==> config.mk <==
export PLATFORM = sky130hd
export DESIGN_NAME = dda_line_rasterizer
export DESIGN_NICKNAME = d
export VERILOG_FILES = /design/src/hdl/dda_pkg.sv /design/src/hdl/dda_ctrl.sv /design/src/hdl/dda_dpath.sv /design/src/hdl/dda_line_rasterizer.sv
export SDC_FILE = /design/constraint.sdc
export NUM_CORES = 1
export LEC_CHECK = 0
export BUFFER_PORTS_ARGS = -buffer_cell sky130_fd_sc_hd__buf_2
export CAP_MARGIN = 40
export CORE_MARGIN = 5
export CORE_UTILIZATION = 48
export DETAILED_ROUTE_END_ITERATION = 7
export SETUP_SLACK_MARGIN = 0.15
export SYNTH_ARGS = -nofsm -noshare
export SYNTH_HDL_FRONTEND = slang
export SYNTH_SLANG_ARGS = --single-unit
==> constraint.sdc <==
create_clock -name clk_i -period 6.05 [get_ports clk_i]
set_clock_uncertainty 0.05 [all_clocks]
set_input_delay 0.605 -clock clk_i [delete_from_list [all_inputs] [get_ports clk_i]]
set_output_delay 0.605 -clock clk_i [all_outputs]
set_load 0.02 [all_outputs]
==> src/hdl/dda_pkg.sv <==
// ----------------------------------------------------------------------------
// dda_pkg
// Shared constants, opcodes and control/status types of the DDA line
// rasterizer.
// ----------------------------------------------------------------------------
package dda_pkg;

  // coordinate and fixed-point format
  localparam int unsigned COORD_BITS = 11;
  localparam int unsigned FRAC_BITS  = 16;
  localparam int unsigned ACC_W      = COORD_BITS + FRAC_BITS + 1;
  localparam int unsigned INC_W      = FRAC_BITS + 2;
  localparam int unsigned DIFF_W     = COORD_BITS + 1;

  // increment divider: one quotient bit per cycle, magnitude up to 2**FRAC_BITS
  localparam int unsigned QUO_W      = FRAC_BITS + 1;
  localparam int unsigned DIV_STEPS  = QUO_W;
  localparam int unsigned CNT_W      = $clog2(DIV_STEPS);

  // rounding constant, one half in fixed point
  localparam logic [ACC_W-1:0] HALF_ONE = ACC_W'(1) << (FRAC_BITS - 1);

  // input opcodes
  typedef enum logic {
    OP_START = 1'b0,
    OP_STEP  = 1'b1
  } dda_op_e;

  // commands from controller to datapath
  typedef struct packed {
    logic load_line;  // start transaction: load endpoints, emit first point
    logic step;       // step transaction: advance accumulators, emit point
    logic div_step;   // one iteration of the increment division
    logic div_last;   // final iteration, capture the increments
  } dda_cmd_t;

  // status from datapath to controller
  typedef struct packed {
    logic len_zero;   // presented line has zero length
    logic step_last;  // next step reaches the final endpoint
  } dda_sts_t;

endpackage

==> src/hdl/dda_ctrl.sv <==
// ----------------------------------------------------------------------------
// dda_ctrl
// Controller of the DDA line rasterizer: input/output handshake, line state
// and sequencing of the iterative increment division.
// ----------------------------------------------------------------------------
module dda_ctrl import dda_pkg::*; (
  input  logic     clk_i,
  input  logic     rst_ni,
  input  logic     in_valid_i,
  output logic     in_ready_o,
  input  logic     opcode_i,
  output logic     out_valid_o,
  input  logic     out_ready_i,
  input  dda_sts_t sts_i,
  output dda_cmd_t cmd_o
);

  typedef enum logic [2:0] {
    S_IDLE   = 3'b001,
    S_DIV    = 3'b010,
    S_ACTIVE = 3'b100
  } dda_state_e;

  dda_state_e       state_q, state_d;
  logic [CNT_W-1:0] cnt_q, cnt_d;
  logic             out_valid_q, out_valid_d;
  logic             accept;
  logic             is_start;
  logic             is_step;
  logic             cnt_end;

  // accept while not dividing and the output register is free or draining
  assign in_ready_o = (state_q != S_DIV) && (!out_valid_q || out_ready_i);
  assign accept     = in_valid_i && in_ready_o;
  assign is_start   = accept && (dda_op_e'(opcode_i) == OP_START);
  assign is_step    = accept && (dda_op_e'(opcode_i) == OP_STEP) && (state_q == S_ACTIVE);
  assign cnt_end    = (cnt_q == CNT_W'(DIV_STEPS - 1));

  // datapath commands
  always_comb begin
    cmd_o.load_line = is_start;
    cmd_o.step      = is_step;
    cmd_o.div_step  = (state_q == S_DIV);
    cmd_o.div_last  = (state_q == S_DIV) && cnt_end;
  end

  // line state machine
  always_comb begin
    state_d = state_q;
    cnt_d   = cnt_q;
    unique case (state_q)
      S_IDLE, S_ACTIVE: begin
        if (is_start) begin
          cnt_d = '0;
          if (sts_i.len_zero) begin
            state_d = S_IDLE;
          end else begin
            state_d = S_DIV;
          end
        end else if (is_step && sts_i.step_last) begin
          state_d = S_IDLE;
        end
      end
      S_DIV: begin
        cnt_d = cnt_q + CNT_W'(1);
        if (cnt_end) begin
          state_d = S_ACTIVE;
        end
      end
      default: begin
        state_d = S_IDLE;
      end
    endcase
  end

  // output register valid flag
  always_comb begin
    if (is_start || is_step) begin
      out_valid_d = 1'b1;
    end else if (out_ready_i) begin
      out_valid_d = 1'b0;
    end else begin
      out_valid_d = out_valid_q;
    end
  end

  assign out_valid_o = out_valid_q;

  always_ff @(posedge clk_i or negedge rst_ni) begin
    if (!rst_ni) begin
      state_q     <= S_IDLE;
      cnt_q       <= '0;
      out_valid_q <= 1'b0;
    end else begin
      state_q     <= state_d;
      cnt_q       <= cnt_d;
      out_valid_q <= out_valid_d;
    end
  end

endmodule

==> src/hdl/dda_dpath.sv <==
// ----------------------------------------------------------------------------
// dda_dpath
// Datapath of the DDA line rasterizer: endpoint differences, step count,
// restoring dividers for the increments, accumulators and output register.
// ----------------------------------------------------------------------------
module dda_dpath import dda_pkg::*; (
  input  logic                          clk_i,
  input  logic signed [COORD_BITS-1:0]  start_x_i,
  input  logic signed [COORD_BITS-1:0]  start_y_i,
  input  logic signed [COORD_BITS-1:0]  end_x_i,
  input  logic signed [COORD_BITS-1:0]  end_y_i,
  input  dda_cmd_t                      cmd_i,
  output dda_sts_t                      sts_o,
  output logic signed [COORD_BITS-1:0]  point_x_o,
  output logic signed [COORD_BITS-1:0]  point_y_o,
  output logic        [COORD_BITS-1:0]  point_index_o,
  output logic                          last_o
);

  localparam int unsigned REM_W = COORD_BITS + 1;

  // line geometry
  logic signed [DIFF_W-1:0]     dx, dy;
  logic        [DIFF_W-1:0]     dx_abs, dy_abs;
  logic        [COORD_BITS-1:0] mag_x, mag_y, len;

  // divider state
  logic [REM_W-1:0]     rem_x_q, rem_y_q, rem_x_d, rem_y_d;
  logic [QUO_W-1:0]     quo_x_q, quo_y_q, quo_x_d, quo_y_d;
  logic                 neg_x_q, neg_y_q;
  logic [REM_W-1:0]     len_ext;
  logic                 ge_x, ge_y;
  logic [REM_W-1:0]     sub_x, sub_y;

  // stepping state
  logic [COORD_BITS-1:0] len_q;
  logic [COORD_BITS-1:0] idx_q, idx_next;
  logic [INC_W-1:0]      inc_x_q, inc_y_q, inc_x_d, inc_y_d;
  logic [ACC_W-1:0]      acc_x_q, acc_y_q, acc_x_d, acc_y_d;
  logic [ACC_W-1:0]      rnd_x, rnd_y;

  // output register
  logic [COORD_BITS-1:0] px_q, py_q, pidx_q;
  logic                  last_q;

  // differences and step count
  assign dx     = DIFF_W'(end_x_i) - DIFF_W'(start_x_i);
  assign dy     = DIFF_W'(end_y_i) - DIFF_W'(start_y_i);
  assign dx_abs = dx[DIFF_W-1] ? DIFF_W'(-dx) : DIFF_W'(dx);
  assign dy_abs = dy[DIFF_W-1] ? DIFF_W'(-dy) : DIFF_W'(dy);
  assign mag_x  = dx_abs[COORD_BITS-1:0];
  assign mag_y  = dy_abs[COORD_BITS-1:0];
  assign len    = (mag_x > mag_y) ? mag_x : mag_y;

  // one restoring division iteration per lane: compare, subtract, shift
  assign len_ext  = {1'b0, len_q};
  assign ge_x     = (rem_x_q >= len_ext);
  assign ge_y     = (rem_y_q >= len_ext);
  assign sub_x    = ge_x ? (rem_x_q - len_ext) : rem_x_q;
  assign sub_y    = ge_y ? (rem_y_q - len_ext) : rem_y_q;
  assign rem_x_d  = {sub_x[REM_W-2:0], 1'b0};
  assign rem_y_d  = {sub_y[REM_W-2:0], 1'b0};
  assign quo_x_d  = {quo_x_q[QUO_W-2:0], ge_x};
  assign quo_y_d  = {quo_y_q[QUO_W-2:0], ge_y};
  assign inc_x_d  = neg_x_q ? INC_W'(-{1'b0, quo_x_d}) : INC_W'({1'b0, quo_x_d});
  assign inc_y_d  = neg_y_q ? INC_W'(-{1'b0, quo_y_d}) : INC_W'({1'b0, quo_y_d});

  // accumulate and round half away from zero: bias is half, less one if negative
  assign acc_x_d  = acc_x_q + {{(ACC_W-INC_W){inc_x_q[INC_W-1]}}, inc_x_q};
  assign acc_y_d  = acc_y_q + {{(ACC_W-INC_W){inc_y_q[INC_W-1]}}, inc_y_q};
  assign rnd_x    = acc_x_d + HALF_ONE - ACC_W'(acc_x_d[ACC_W-1]);
  assign rnd_y    = acc_y_d + HALF_ONE - ACC_W'(acc_y_d[ACC_W-1]);
  assign idx_next = idx_q + COORD_BITS'(1);

  // status
  assign sts_o.len_zero  = (len == '0);
  assign sts_o.step_last = (idx_next == len_q);

  // line registers
  always_ff @(posedge clk_i) begin
    if (cmd_i.load_line) begin
      len_q   <= len;
      idx_q   <= '0;
      rem_x_q <= {1'b0, mag_x};
      rem_y_q <= {1'b0, mag_y};
      quo_x_q <= '0;
      quo_y_q <= '0;
      neg_x_q <= dx[DIFF_W-1];
      neg_y_q <= dy[DIFF_W-1];
      acc_x_q <= {{(ACC_W-COORD_BITS-FRAC_BITS){start_x_i[COORD_BITS-1]}},
                  start_x_i, {FRAC_BITS{1'b0}}};
      acc_y_q <= {{(ACC_W-COORD_BITS-FRAC_BITS){start_y_i[COORD_BITS-1]}},
                  start_y_i, {FRAC_BITS{1'b0}}};
    end else if (cmd_i.div_step) begin
      rem_x_q <= rem_x_d;
      rem_y_q <= rem_y_d;
      quo_x_q <= quo_x_d;
      quo_y_q <= quo_y_d;
      if (cmd_i.div_last) begin
        inc_x_q <= inc_x_d;
        inc_y_q <= inc_y_d;
      end
    end else if (cmd_i.step) begin
      acc_x_q <= acc_x_d;
      acc_y_q <= acc_y_d;
      idx_q   <= idx_next;
    end
  end

  // output register
  always_ff @(posedge clk_i) begin
    if (cmd_i.load_line) begin
      px_q   <= start_x_i;
      py_q   <= start_y_i;
      pidx_q <= '0;
      last_q <= sts_o.len_zero;
    end else if (cmd_i.step) begin
      px_q   <= rnd_x[FRAC_BITS +: COORD_BITS];
      py_q   <= rnd_y[FRAC_BITS +: COORD_BITS];
      pidx_q <= idx_next;
      last_q <= sts_o.step_last;
    end
  end

  assign point_x_o     = px_q;
  assign point_y_o     = py_q;
  assign point_index_o = pidx_q;
  assign last_o        = last_q;

endmodule

==> src/hdl/dda_line_rasterizer.sv <==
// Start transaction: point 0 is valid in the cycle after acceptance; then, for a nonzero
//   length, the increments are divided out one quotient bit per cycle, with no input taken.
// Step transaction: one point per cycle while the output is taken, valid in the cycle after
//   acceptance, limited by the single output register; step while idle gives no point.
// Reset (rst_ni low, asynchronous): no line loaded, output register empty.
// ----------------------------------------------------------------------------
// dda_line_rasterizer
// DDA line generator: start loads two endpoints, each step emits the next
// rounded point along the line, flagging the final endpoint.
// ----------------------------------------------------------------------------
module dda_line_rasterizer import dda_pkg::*; (
  input  logic                          clk_i,
  input  logic                          rst_ni,
  input  logic                          in_valid_i,
  output logic                          in_ready_o,
  input  logic                          opcode_i,
  input  logic signed [COORD_BITS-1:0]  start_x_i,
  input  logic signed [COORD_BITS-1:0]  start_y_i,
  input  logic signed [COORD_BITS-1:0]  end_x_i,
  input  logic signed [COORD_BITS-1:0]  end_y_i,
  output logic                          out_valid_o,
  input  logic                          out_ready_i,
  output logic signed [COORD_BITS-1:0]  point_x_o,
  output logic signed [COORD_BITS-1:0]  point_y_o,
  output logic        [COORD_BITS-1:0]  point_index_o,
  output logic                          last_o
);

  dda_cmd_t cmd;
  dda_sts_t sts;

  // handshake and sequencing
  dda_ctrl u_ctrl (
    .clk_i       (clk_i),
    .rst_ni      (rst_ni),
    .in_valid_i  (in_valid_i),
    .in_ready_o  (in_ready_o),
    .opcode_i    (opcode_i),
    .out_valid_o (out_valid_o),
    .out_ready_i (out_ready_i),
    .sts_i       (sts),
    .cmd_o       (cmd)
  );

  // arithmetic and output payload
  dda_dpath u_dpath (
    .clk_i         (clk_i),
    .start_x_i     (start_x_i),
    .start_y_i     (start_y_i),
    .end_x_i       (end_x_i),
    .end_y_i       (end_y_i),
    .cmd_i         (cmd),
    .sts_o         (sts),
    .point_x_o     (point_x_o),
    .point_y_o     (point_y_o),
    .point_index_o (point_index_o),
    .last_o        (last_o)
  );

endmodule
=== Word level (Yosys, flattened, before mapping) ===
Cells that the tools add are included.

* Logic and storage cells: 110
* Flip-flop bits (word level): 215
* Input bits: 49
* Output and inout port bits: 36

* Equal/unequal tests: 10
* $lt $le $gt $ge: 3
* Bitwise gates (word level): 3
* Multiplexer cells: 32
* Add/subtract/negate cells: 16
* Reductions and logical operators: 21

{| class="wikitable"
|+ Operators by type and width
! operator !! count
|-
| $mux 28 || 6
|-
| $mux 11 || 13
|-
| $add 28x28->28 || 2
|-
| $add 27x16->27 const B || 2
|-
| $sub 27x1->27 || 2
|-
| $neg 17->18 || 2
|-
| $mux 17 || 2
|-
| $ge 12x11->1 || 2
|-
| $sub 11x11->12 || 2
|-
| $neg 11->11 || 2
|-
| $sub 11x11->11 || 2
|-
| $add 11x1->11 const B || 1
|-
| $eq 11x11->1 || 1
|-
| $gt 11x11->1 || 1
|-
| $logic_not 11->1 || 1
|-
| $pmux 5 s2 || 1
|-
| $mux 3 || 3
|-
| $reduce_and 2->1 || 4
|-
| $reduce_bool 2->1 || 4
|-
| $logic_and 1x1->1 || 7
|-
| $ne 2x1->1 const B || 3
|-
| $pmux 3 s2 || 1
|-
| $add 5x1->5 const B || 1
|-
| $eq 5x5->1 const B || 1
|-
| other kinds (13) || 19
|}

=== Logic depth before layout (Yosys ltp) ===
Gate-level depths: netlist (run 1).

* Depth in word-level cells: 10
* Mapped depth: 24
* Gate-level depth less buffers: 24

=== Cells and area by module ===
A second synthesis (run 1) with hierarchy kept.

* Cells, all modules: 1838
* Area, all modules: 16324.4 µm²

{| class="wikitable"
|+ By module, submodules not included
! module !! sequential area each (µm²) !! times used !! area an instance (µm²) !! cells an instance
|-
| dda_dpath || 5305.1 || 1 || 15756.4 || 1774
|-
| dda_ctrl || 226.5 || 1 || 568.0 || 64
|}

=== Worst setup path before layout (run 1) ===
No wires, ideal clock.

* Kind: input to register
* Start point: input end_y_i[0]
* End point: register u_dpath.last_q (netlist: u_dpath.last_o), data pin
* Data arrival time: 5.380 ns
* Buffers on the path: 0
* Setup time: 0.180 ns
* Required time: 5.820 ns
* Slack: 0.440 ns
* Stages: 20
* Cells stage by stage: inv_1 > ha_1 > inv_1 > fa_1 > a21o_1 > a211o_1 > a21oi_1 > xor2_1 > nand3_2 > o41ai_2 > xnor2_1 > inv_1 > ha_1 > nand4_1 > o31ai_1 > nand2_1 > nor3b_1 > nor2_1 > or4_1 > o41ai_2

* Word-level cells in the longest chain between the ends: 7

{| class="wikitable"
|+ RTL lines
! item !! line !! RTL
|-
| from (decl) || dda_line_rasterizer.sv:20 || <nowiki>input logic signed [COORD_BITS-1:0] end_y_i,</nowiki>
|-
| $sub 11x11->12 (*) || dda_dpath.sv:48 || <nowiki>assign dy = DIFF_W'(end_y_i) - DIFF_W'(start_y_i);</nowiki>
|-
| $neg 11->11 || dda_dpath.sv:50 || <nowiki>assign dy_abs = dy[DIFF_W-1] ? DIFF_W'(-dy) : DIFF_W'(dy);</nowiki>
|-
| $mux 11 (*) || dda_dpath.sv:50 ||
|-
| $gt 11x11->1 || dda_dpath.sv:53 || <nowiki>assign len = (mag_x > mag_y) ? mag_x : mag_y;</nowiki>
|-
| $mux 11 (*) || dda_dpath.sv:53 ||
|-
| net u_dpath.len[7] || dda_dpath.sv:25 || <nowiki>logic [COORD_BITS-1:0] mag_x, mag_y, len;</nowiki>
|-
| $logic_not 11->1 (*) || dda_dpath.sv:76 || <nowiki>assign sts_o.len_zero = (len == '0);</nowiki>
|-
| $mux 1 (*) || dda_dpath.sv:112 || <nowiki>if (cmd_i.load_line) begin</nowiki>
|-
| to (signal assigned) || dda_dpath.sv:116 || <nowiki>last_q <= sts_o.len_zero;</nowiki>
|-
| to (signal assigned) || dda_dpath.sv:121 || <nowiki>last_q <= sts_o.step_last;</nowiki>
|-
| to (decl) || dda_dpath.sv:44 || <nowiki>logic last_q;</nowiki>
|}

The timed path passes the listed nets; every way through them passes the cells marked *.
A chain may end at the register's enable or synchronous reset.

=== Worst setup path after layout (run 1) ===
* Start point: register u_dpath.inc_y_q[0]
* End point: register u_dpath.py_q[6] (netlist: u_dpath.point_y_o[6]), data pin

* Word-level cells in the longest chain between the ends: 5

{| class="wikitable"
|+ RTL lines
! item !! line !! RTL
|-
| from (decl) || dda_dpath.sv:38 || <nowiki>logic [INC_W-1:0] inc_x_q, inc_y_q, inc_x_d, inc_y_d;</nowiki>
|-
| from (signal assigned) || dda_dpath.sv:101 || <nowiki>inc_y_q <= inc_y_d;</nowiki>
|-
| $add 28x28->28 || dda_dpath.sv:70 || <nowiki>assign acc_y_d = acc_y_q + {{(ACC_W-INC_W){inc_y_q[INC_W-1]}}, inc_y_q};</nowiki>
|-
| net u_dpath.acc_y_d[14] || dda_dpath.sv:39 || <nowiki>logic [ACC_W-1:0] acc_x_q, acc_y_q, acc_x_d, acc_y_d;</nowiki>
|-
| $add 27x16->27 || dda_dpath.sv:72 || <nowiki>assign rnd_y = acc_y_d + HALF_ONE - ACC_W'(acc_y_d[ACC_W-1]);</nowiki>
|-
| $sub 27x1->27 || dda_dpath.sv:72 ||
|-
| $mux 11 || dda_dpath.sv:117 || <nowiki>end else if (cmd_i.step) begin</nowiki>
|-
| $mux 11 || dda_dpath.sv:112 ||
|-
| to (signal assigned) || dda_dpath.sv:114 || <nowiki>py_q <= start_y_i;</nowiki>
|-
| to (signal assigned) || dda_dpath.sv:119 || <nowiki>py_q <= rnd_y[FRAC_BITS +: COORD_BITS];</nowiki>
|-
| to (decl) || dda_dpath.sv:43 || <nowiki>logic [COORD_BITS-1:0] px_q, py_q, pidx_q;</nowiki>
|}

The timed path passes the listed nets, and every way through them passes these cells. The select of a mux whose other input is x is not followed.

==> results of run 1 <==
worst paths after layout:
path | start | to | slack, ns | cells past startpoint
max | u_dpath.inc_y_q[0] | u_dpath.point_y_o[6] | 0.59 | 21
min reg2reg | u_dpath.point_index_o[9] | u_dpath.point_index_o[9] | 0.40 | 1
min in group asynchronous | rst_ni | u_ctrl.cnt_q[1] | 0.37 | 2
max reg2reg | u_dpath.inc_y_q[0] | u_dpath.point_y_o[6] | 0.59 | 21
min | out_ready_i | u_ctrl.out_valid_o | 0.31 | 3
max in group asynchronous | rst_ni | u_ctrl.state_q[0] | 5.33 | 2
cells by family after synthesis:
| group | Yosys count | synth area share [%] |
|---|---|---|
| AOI/OAI and AO/OA | 602 | 23.9 |
| DFF | 215 | 33.5 |
| xor gates and xnor gates | 137 | 7.27 |
| adders and majority gates | 170 | 13.2 |
| muxes | 12 | 0.743 |
| buffers and inverters | 195 | 4.60 |
| and+or+nand+nor | 572 | 16.8 |
per-layer routing:
layer / up-vias / GRT usage, % / wire, um
met5: - / 0 / 0
met4: 0 / 6.13 / 1160
met3: 76 / 2.98 / 2010
met2: 302 / 35.8 / 20000
met1: 6677 / 31.7 / 21300
li1: 7172 / - / -
tightest hold or removal path, stage by stage:
cell	delay, ns
buf_2	0.07
nand2b_1	0.14
nand2_1	0.06
flip-flops by register name, summed over array words and instances (netlist names):
register	cells
u_ctrl.cnt_q	5
u_ctrl.out_valid_o	1
u_ctrl.state_q	3
u_dpath.acc_x_q	28
u_dpath.acc_y_q	28
u_dpath.idx_q	11
u_dpath.inc_x_q	18
u_dpath.inc_y_q	18
u_dpath.last_o	1
u_dpath.len_q	11
u_dpath.neg_x_q	1
u_dpath.neg_y_q	1
u_dpath.point_index_o	11
u_dpath.point_x_o	11
u_dpath.point_y_o	11
u_dpath.quo_x_q	16
u_dpath.quo_y_q	16
u_dpath.rem_x_q	12
u_dpath.rem_y_q	12
synthesized netlist by cell type (all sizes together), types with 14 or more instances:
library cell / number
inv: 145
xor2: 45
a21oi: 111
a211oi: 35
or3: 18
xnor2: 92
nand2b: 18
nor3: 37
and2: 18
dfxtp: 88
a21o: 58
and3: 21
o21a: 26
nor2b: 20
edfxtp: 118
nand2: 206
o211ai: 19
nand4: 23
clkbuf: 45
o31ai: 20
o21ai: 195
a21boi: 14
nand3: 45
nor2: 107
ha: 164
metrics by stage:
step | instance area, um2 | setup WS [ns] | hold slack (ns)
finish | 18600 | 0.591 | 0.306
floorplan | 16500 | 0.440 | 0.259
detailed placement | 17600 | 0.121 | 0.384
CTS | 18500 | 0.498 | 0.284
global route | 18600 | 0.210 | 0.340
global placement | 17500 | 0.289 | 0.380
power by group:
| group | switching, mW | internal [mW] | total (mW) |
|---|---|---|---|
| Combinational | 1.12 | 0.742 | 1.87 |
| Sequential | 0.0637 | 1.72 | 1.78 |
| Clock | 0.667 | 1.05 | 1.72 |
cell type report:
class	instances	area (um2)	share of cell area (%)
well taps	455	569	3.07
multi-input cells	1493	10300	55.3
clock buffers	41	842	4.54
clock inverters	10	120	0.647
repair buffers	111	691	3.72
inverters	145	546	2.94
flip-flops and latches	215	5530	29.8
diodes	1	2.50	0.0135
what timing repair did:
action | CTS | global route
setup buffers | 0 | 0
gates resized for setup | 0 | 2
setup endpoints to repair | 0 | 2
endpoints found under the hold margin | 8 | 0
hold buffers | 1 | 0
==> impl_metrics.tcl, run 1 <==
set metrics [dict create \
    io_pins 85 \
    path_class "register to register" \
    clock_sinks 215 \
    vias_per_cell 5.76 \
    relSlewSlack_pct 49.6 \
    period_needed_ns 5.46 \
    ys_warn_count 0 \
    clockRootBuffer "clkbuf_16" \
    drive_gt1_share_pct 9.83 \
    syn-cell-area_um2 16500 \
    synth_top_area_share_pct 21.5 \
    synthToLayoutAreaGrowth_pct 12.4 \
    hold_path_class "input pin to register" \
    cts_buffers 28 \
    cts_buffer_depth 3 \
    crit_arrival_ns 5.68 \
    clk_latency_ns 0.57 \
    synth.distinct_cells 87 \
    nets 2213 \
    die_w_um 195 \
    synth_area_leaders "edfxtp_1 (21%), ha_1 (12%), dfxtp_1 (11%)" \
    drc 0 \
    dp_hpwl_um 33900 \
    grt_pass1_vias 13300 \
    end_kind "register" \
    synth_cells 1903 \
    hold_viol 0 \
    path_max_fanout 3 \
    final_cells 2471 \
    die_area_um2 38200 \
    finalPower_mw 5.37 \
    critPathLaunchType "register" \
    synth-edff-count 118 \
    wirelength_um 44500 \
    rsz0062_at_grt "no" \
    drt_iter0_drc 791 \
    synth-main-ff-cell "edfxtp_1" \
    num_rows 68 \
    h-tree-depth 1 \
    mostFrequentLayoutCells "nand2_1 (206), o21ai_0 (190), ha_1 (164)" \
    clk_pin_slew_ns 0.06 \
    wire_per_inst_um 18.0 \
    fmax_mhz 183 \
    cp.required_ns 6.27 \
    syn_area_per_cell_um2 8.67 \
    die_h_um 195 \
    crit_family "compound AO/OA/AOI/OAI gates" \
    ys_seq_elements 215 \
    status "finished clean" \
    cts_tree "done" \
    grt_pass1_wl_um 70300 \
    grt_max_degree 71 \
    leakagePower_nw 8.04 \
    firstDrtPassIters 5 \
    portBuffers 84 \
    core_area_um2 34300 \
    final_util_pct 54.1 \
    globalplace.congestion 0.903 \
    max_stage_delay_ns 0.59 \
    crit_path_frequent_cell "o21ai_0" \
    overflow 0 \
    period_share_pct 90.2 \
    fill_cells 3205 \
    powerDensity_nw_per_um2 289 \
    ys_seq_area_share_pct 33.5 \
    synthesis.nets 2122 \
    vdd_drop_max_v 0.000239 \
    fin_tns_setup_ns 0 \
    yosysTopAreaCell "edfxtp_1" \
    final_max_slew_viol_count 0 \
    tightest_slew_ns 0.756 \
    crit_chain "ha_1, fa_1, a211oi_2, o21ai_0, a31oi_2, o21ai_0, nand2b_1, a41o_1, xor2_1, inv_1, ha_1, a2111oi_0, o21ai_0, o21ai_0, o21ai_0, and2_1, or4_1, and3b_1, o21ai_1, xor2_1, a21oi_1" \
    dpl.cell_count 2418 \
    setup_viol_count_final 0 \
    ant_nets 0 \
    grtUsageTotal_pct 22.3 \
    crit_buf_inv 1 \
    async_reset_ff_share_pct 4.19 \
    via_count 14200 \
    slowest_stage "or4_1" \
    start_util_pct 48.1 \
    max-cap-violations 0 \
    final_common_cell "nand2_1" \
    antenna_found_initial 1 \
]
Power figures use the tool's default switching activity.
==> run 2: changes to the inputs <==
Settings changed: BUFFER_PORTS_ARGS -buffer_cell sky130_fd_sc_hd__buf_2 to -buffer_cell sky130_fd_sc_hd__clkbuf_2.
==> run 2 against run 1 <==
Sequential share of layout area increased by 0.11 points. Clock-buffer cell count down 6. Largest cell class unchanged. Routed wire length down 1.2%. Combinational power is essentially flat. Utilization shrank 0.19 points.
==> impl_metrics.tcl, run 2 (synthesis results as in run 1) <==
set metrics [dict create \
    path_class "register to register" \
    final_area_um2 18500 \
    p_sw_mw 1.85 \
    crit_buf_inv 1 \
    multi_input_area_um2 10300 \
    grt_pass1_vias 13400 \
    globalplace.congestion 0.908 \
    h-tree-depth 1 \
    grt_max_degree 64 \
    grt_pass1_wl_um 70500 \
    hold_depth 3 \
    top_regs "u_dpath.acc_x_q (28), u_dpath.acc_y_q (28)" \
    pwr-share-comb_pct 35.2 \
    synthToLayoutAreaGrowth_pct 12.0 \
    hold_path_class "input pin to register" \
    core_area_um2 34300 \
    cts_tree "done" \
    dp_hpwl_um 34000 \
    overflow 0 \
    max_stage_delay_ns 0.58 \
    vdd_drop_max_v 0.000217 \
    die_w_um 195 \
    ff2ff_setup_slack_ns 0.46 \
    end_kind "register" \
    portBuffers 84 \
    reg2reg_to "u_dpath.point_y_o[6]" \
    nets 2211 \
    crit_family "compound AO/OA/AOI/OAI gates" \
    num_rows 68 \
    clock_sinks 215 \
    fin_tns_setup_ns 0 \
    final_cells 2471 \
    clock_power_share_pct 31.2 \
    firstDrtPassIters 5 \
    vias_per_cell 5.75 \
    drc 0 \
    post_cts_buffers 0 \
    cts_buffer_depth 3 \
    drive_gt1_share_pct 9.58 \
    dpl.cell_count 2416 \
    cts_buffers 28 \
    wirelength_um 44000 \
    fmax_mhz 179 \
    timing.hold.ws_ns 0.332 \
    final_max_slew_viol_count 0 \
    regArea_um2 5530 \
    clk_pin_slew_ns 0.06 \
    crit_path_frequent_cell "o21ai_0" \
    cp.required_ns 6.26 \
    final_common_cell "nand2_1" \
    intPower_mw 3.45 \
    finalPower_mw 5.30 \
    fill_cells 3225 \
    slowest_stage "or4_1" \
    start_util_pct 48.1 \
    mostFrequentLayoutCells "nand2_1 (206), o21ai_0 (190), ha_1 (164)" \
    crit_chain "ha_1, fa_1, a211oi_1, o21ai_0, a31oi_1, o21ai_0, nand2b_1, a41o_1, xor2_1, inv_1, ha_1, a2111oi_0, o21ai_0, o21ai_0, o21ai_0, and2_1, or4_1, and3b_1, o21ai_1, xor2_1, a21oi_1" \
    status "finished clean" \
    via_count 14200 \
    p_seq_share_pct 33.7 \
    clk_latency_ns 0.55 \
    powerDensity_nw_per_um2 286 \
    rsz0062_at_grt "yes" \
    period_share_pct 92.4 \
    die_area_um2 38200 \
    hp-start "out_ready_i" \
    io_pins 85 \
    whs_endpoint "u_ctrl.out_valid_o" \
    worstReg2RegStart "u_dpath.inc_y_q[0]" \
    hold_viol 0 \
    setup_viol_count_final 0 \
    tightest_slew_ns 0.725 \
    wire_per_inst_um 17.8 \
    relSlewSlack_pct 51.6 \
    die_h_um 195 \
    post_dp_cell_area_um2 17600 \
    critPathLaunchType "register" \
    crit_arrival_ns 5.80 \
    grtUsageTotal_pct 22.3 \
    ant_nets 0 \
    clockRootBuffer "clkbuf_16" \
    antenna_found_initial 3 \
    period_needed_ns 5.59 \
    worstRegToRegCells 21 \
    leakagePower_nw 8.01 \
    max-cap-violations 0 \
    drt_iter0_drc 808 \
    switching_share_pct 34.9 \
    path_max_fanout 3 \
]
==> run 2: cell types whose count changed in the layout (fill, tap and decap cells not counted), moves of 3 or more <==
cell      change
buf_2        -84
clkbuf_8      -4
clkbuf_2     +84
clkinv_1      +4
clkinv_2      +3
==> run 2: through the flow <==
step / setup WS [ns] / utilization, %
5_1_grt: 0.120 / 53.9
4_1_cts: 0.452 / 53.9
6_report: 0.460 / 53.9
2_1_floorplan: 0.440 / -
3_5_place_dp: 0.0572 / 51.2
3_3_place_gp: 0.213 / 50.9
==> run 2: what timing repair did <==
action,in CTS,in global routing
hold buffers,1,0
hold endpoints to repair,8,0
setup endpoints to repair,0,2
resized for setup,0,2
==> run 2: worst register-to-register path, stage by stage (launching register included) <==
cell and delay (ns):
edfxtp_1 0.41, ha_1 0.25, fa_1 0.43, a211oi_1 0.34, o21ai_0 0.14, a31oi_1 0.35, o21ai_0 0.20, nand2b_1 0.21
a41o_1 0.26, xor2_1 0.19, inv_1 0.08, ha_1 0.19, a2111oi_0 0.30, o21ai_0 0.14, o21ai_0 0.14, o21ai_0 0.14
and2_1 0.19, or4_1 0.58, and3b_1 0.22, o21ai_1 0.16, xor2_1 0.24, a21oi_1 0.10
==> run 2: worst max-delay path by stage <==
stage	startpoint	end	slack [ns]	cells past startpoint
2_1_floorplan	end_y_i[0]	u_dpath.last_o	0.44	20
3_3_place_gp	start_y_i[1]	u_ctrl.state_q[0]	0.21	24
3_5_place_dp	start_x_i[1]	u_dpath.last_o	0.06	19
4_1_cts	u_dpath.inc_y_q[0]	u_dpath.point_y_o[6]	0.45	21
5_1_grt	end_y_i[0]	u_ctrl.state_q[0]	0.12	23
6_report	u_dpath.inc_y_q[0]	u_dpath.point_y_o[6]	0.46	21
==> run 2: area by class of cell <==
type                       count  area share [%]
inverter                     145            2.95
timing repair buffer         109            3.65
antenna                        2          0.0271
sequential                   215            29.9
tap                          455            3.08
clock inverter                17           0.920
multi-input combinational   1493            55.5
clock buffer                  35            3.99
==> run 2: metal layers <==
metal / up-vias / share of wire (%) / GRT usage (%)
met2: 301 / 45 / 36.2
li1: 7191 / - / -
met4: 2 / 1.9 / 4.63
met3: 61 / 5.3 / 3.05
met5: - / 0.030 / 0
met1: 6656 / 47 / 31.9
==> run 2: power by group through the flow <==
| stage | combinational (mW) | sequential [mW] | clock, mW |
|---|---|---|---|
| after floorplan | 1.35 | 1.81 | 0 |
| after global placement | 1.82 | 1.81 | 0 |
| after detailed placement | 1.85 | 1.81 | 0 |
| after CTS | 1.86 | 1.78 | 1.69 |
| after global routing | 2.09 | 1.79 | 1.75 |
| final | 1.86 | 1.78 | 1.65 |
==> run 3: changes to the inputs <==
Settings changed: CORE_UTILIZATION 48 to 50, GPL_TIMING_DRIVEN set to 0, PLACE_DENSITY set to 0.67.
==> run 3 against run 2 <==
Power up 0.86%. Cell area is 0.93% higher. Cell count is 0.93% higher. Critical path type is now input pin to register. Largest cell class unchanged.
==> impl_metrics.tcl, run 3 (synthesis results as in run 1) <==
set metrics [dict create \
    end_kind "register" \
    drive_gt1_share_pct 9.70 \
    intPower_mw 3.42 \
    hold_viol 0 \
    dp_hpwl_um 36600 \
    overflow 0 \
    crit_arrival_ns 5.88 \
    status "finished clean" \
    timing.hold.ws_ns 0.335 \
    synthToLayoutAreaGrowth_pct 13.1 \
    hold_path_class "input pin to register" \
    grt_max_degree 24 \
    worstReg2RegStart "u_dpath.inc_y_q[0]" \
    via_count 14700 \
    clock_power_share_pct 30.4 \
    pwr-share-comb_pct 36.3 \
    grtUsageTotal_pct 24.5 \
    clock_sinks 215 \
    core_area_um2 32500 \
    ff2ff_setup_slack_ns 0.50 \
    worst_slack_ns 0.480 \
    fmax_mhz 180 \
    grt_pass1_vias 13900 \
    vdd_drop_max_v 0.000284 \
    path_class "input pin to register" \
    period_needed_ns 5.57 \
    clk_latency_ns 0.55 \
    h-tree-depth 1 \
    grt_pass1_wl_um 72400 \
    period_share_pct 92.1 \
    antenna_found_initial 1 \
    p_sw_mw 1.92 \
    cp-endpoint "u_dpath.last_o" \
    die_area_um2 36800 \
    vias_per_cell 5.88 \
    cts_buffer_depth 3 \
    worstRegToRegCells 21 \
    start_util_pct 50.7 \
    cts_tree "done" \
    dp_slack_ns -0.736 \
    setup_viol_count_final 0 \
    crit_start "start_y_i[1]" \
    final_common_cell "nand2_1" \
    p_seq_share_pct 33.3 \
    globalplace.congestion 0.991 \
    max-cap-violations 0 \
    path_max_fanout 10 \
    die_w_um 192 \
    drt_iter0_drc 1133 \
    nets 2249 \
    relSlewSlack_pct 43.0 \
    wirelength_um 46200 \
    ant_nets 0 \
    portBuffers 84 \
    rsz0062_at_grt "yes" \
    leakagePower_nw 8.08 \
    die_h_um 192 \
    final_max_slew_viol_count 0 \
    firstDrtPassIters 5 \
    critPathLaunchType "input pin" \
    reg2reg_to "u_dpath.point_y_o[6]" \
    wire_per_inst_um 18.5 \
    tightest_slew_ns 0.855 \
    mostFrequentLayoutCells "nand2_1 (205), o21ai_0 (189), ha_1 (164)" \
    cp.required_ns 6.36 \
    io_pins 85 \
    clk_pin_slew_ns 0.06 \
    powerDensity_nw_per_um2 286 \
    drc 0 \
    clockRootBuffer "clkbuf_16" \
    switching_share_pct 36.0 \
    top_regs "u_dpath.acc_x_q (28), u_dpath.acc_y_q (28)" \
    final_util_pct 57.4 \
    cts_buffers 27 \
    fill_cells 2993 \
    num_rows 66 \
]
[run 3: final cells by class]
class,instances,area [um2],share of cell area [%]
antenna,1,2.50,0.0134
buffer,50,215,1.15
clock buffer,34,773,4.14
clock inverter,16,136,0.731
inverter,145,544,2.92
multi-input combinational,1493,10300,55.3
sequential,215,5530,29.6
tap,442,553,2.96
timing repair buffer,98,593,3.18
[run 3: worst min path at each step]
| stage | start | endpoint | slack [ns] | cells past startpoint |
|---|---|---|---|---|
| after floorplan | rst_ni | u_ctrl.cnt_q[0] | 0.26 | 0 |
| after detailed placement | u_dpath.rem_y_q[11] | u_dpath.rem_y_q[11] | 0.39 | 2 |
| after CTS | start_y_i[7] | u_dpath.point_y_o[7] | 0.32 | 3 |
| final | start_y_i[7] | u_dpath.point_y_o[7] | 0.34 | 3 |
| after global routing | start_y_i[7] | u_dpath.point_y_o[7] | 0.36 | 3 |
| after global placement | u_dpath.point_index_o[9] | u_dpath.point_index_o[9] | 0.39 | 1 |
[run 3: stage by stage]
stage	instance area, um2	TNS, ns	cells	power [mW]
2_1_floorplan	16500	0	1903	3.15
3_3_place_gp	17500	-5.00	2429	3.62
3_5_place_dp	17600	-1.92	2439	3.67
4_1_cts	18600	0	2490	5.32
5_1_grt	18700	0	2494	5.64
6_report	18700	0	2494	5.34
[run 3: layer usage]
metal	share of wire (%)	track usage [%]
met1	44	32.3
met2	47	41.7
met3	5.6	2.94
met4	3.7	8.43
met5	0	0
[run 3: what timing repair did]
| item | CTS | global route |
|---|---|---|
| setup endpoints to repair | 3 | 12 |
| hold buffers | 1 | 0 |
| gates cloned | 0 | 0 |
| endpoints found under the hold margin | 8 | 0 |
| pin swaps | 0 | 3 |
| gates resized for setup | 4 | 13 |
| buffers inserted | 0 | 3 |
[run 3: critical path: stages]
cell	delay, ns
clkbuf_2	0.12
inv_1	0.08
ha_1	0.29
nor2b_1	0.15
o31a_1	0.32
o41a_1	0.41
o2111a_1	0.31
nor2_1	0.19
buf_2	0.27
o21ai_1	0.15
xor2_1	0.37
ha_1	0.33
a21o_1	0.16
a21o_1	0.17
a21oi_1	0.26
o31ai_2	0.14
buf_2	0.20
nand2_4	0.18
and3b_1	0.21
nor2_1	0.08
or4_1	0.52
o41ai_2	0.34
[run 3: power groups by stage]
stage               registers, mW  logic [mW]  clock network (mW)
finish                       1.78        1.94                1.62
global route                 1.78        2.15                1.71
CTS                          1.78        1.89                1.65
detailed placement           1.81        1.87                   0
global placement             1.80        1.82                   0
floorplan                    1.81        1.35                   0
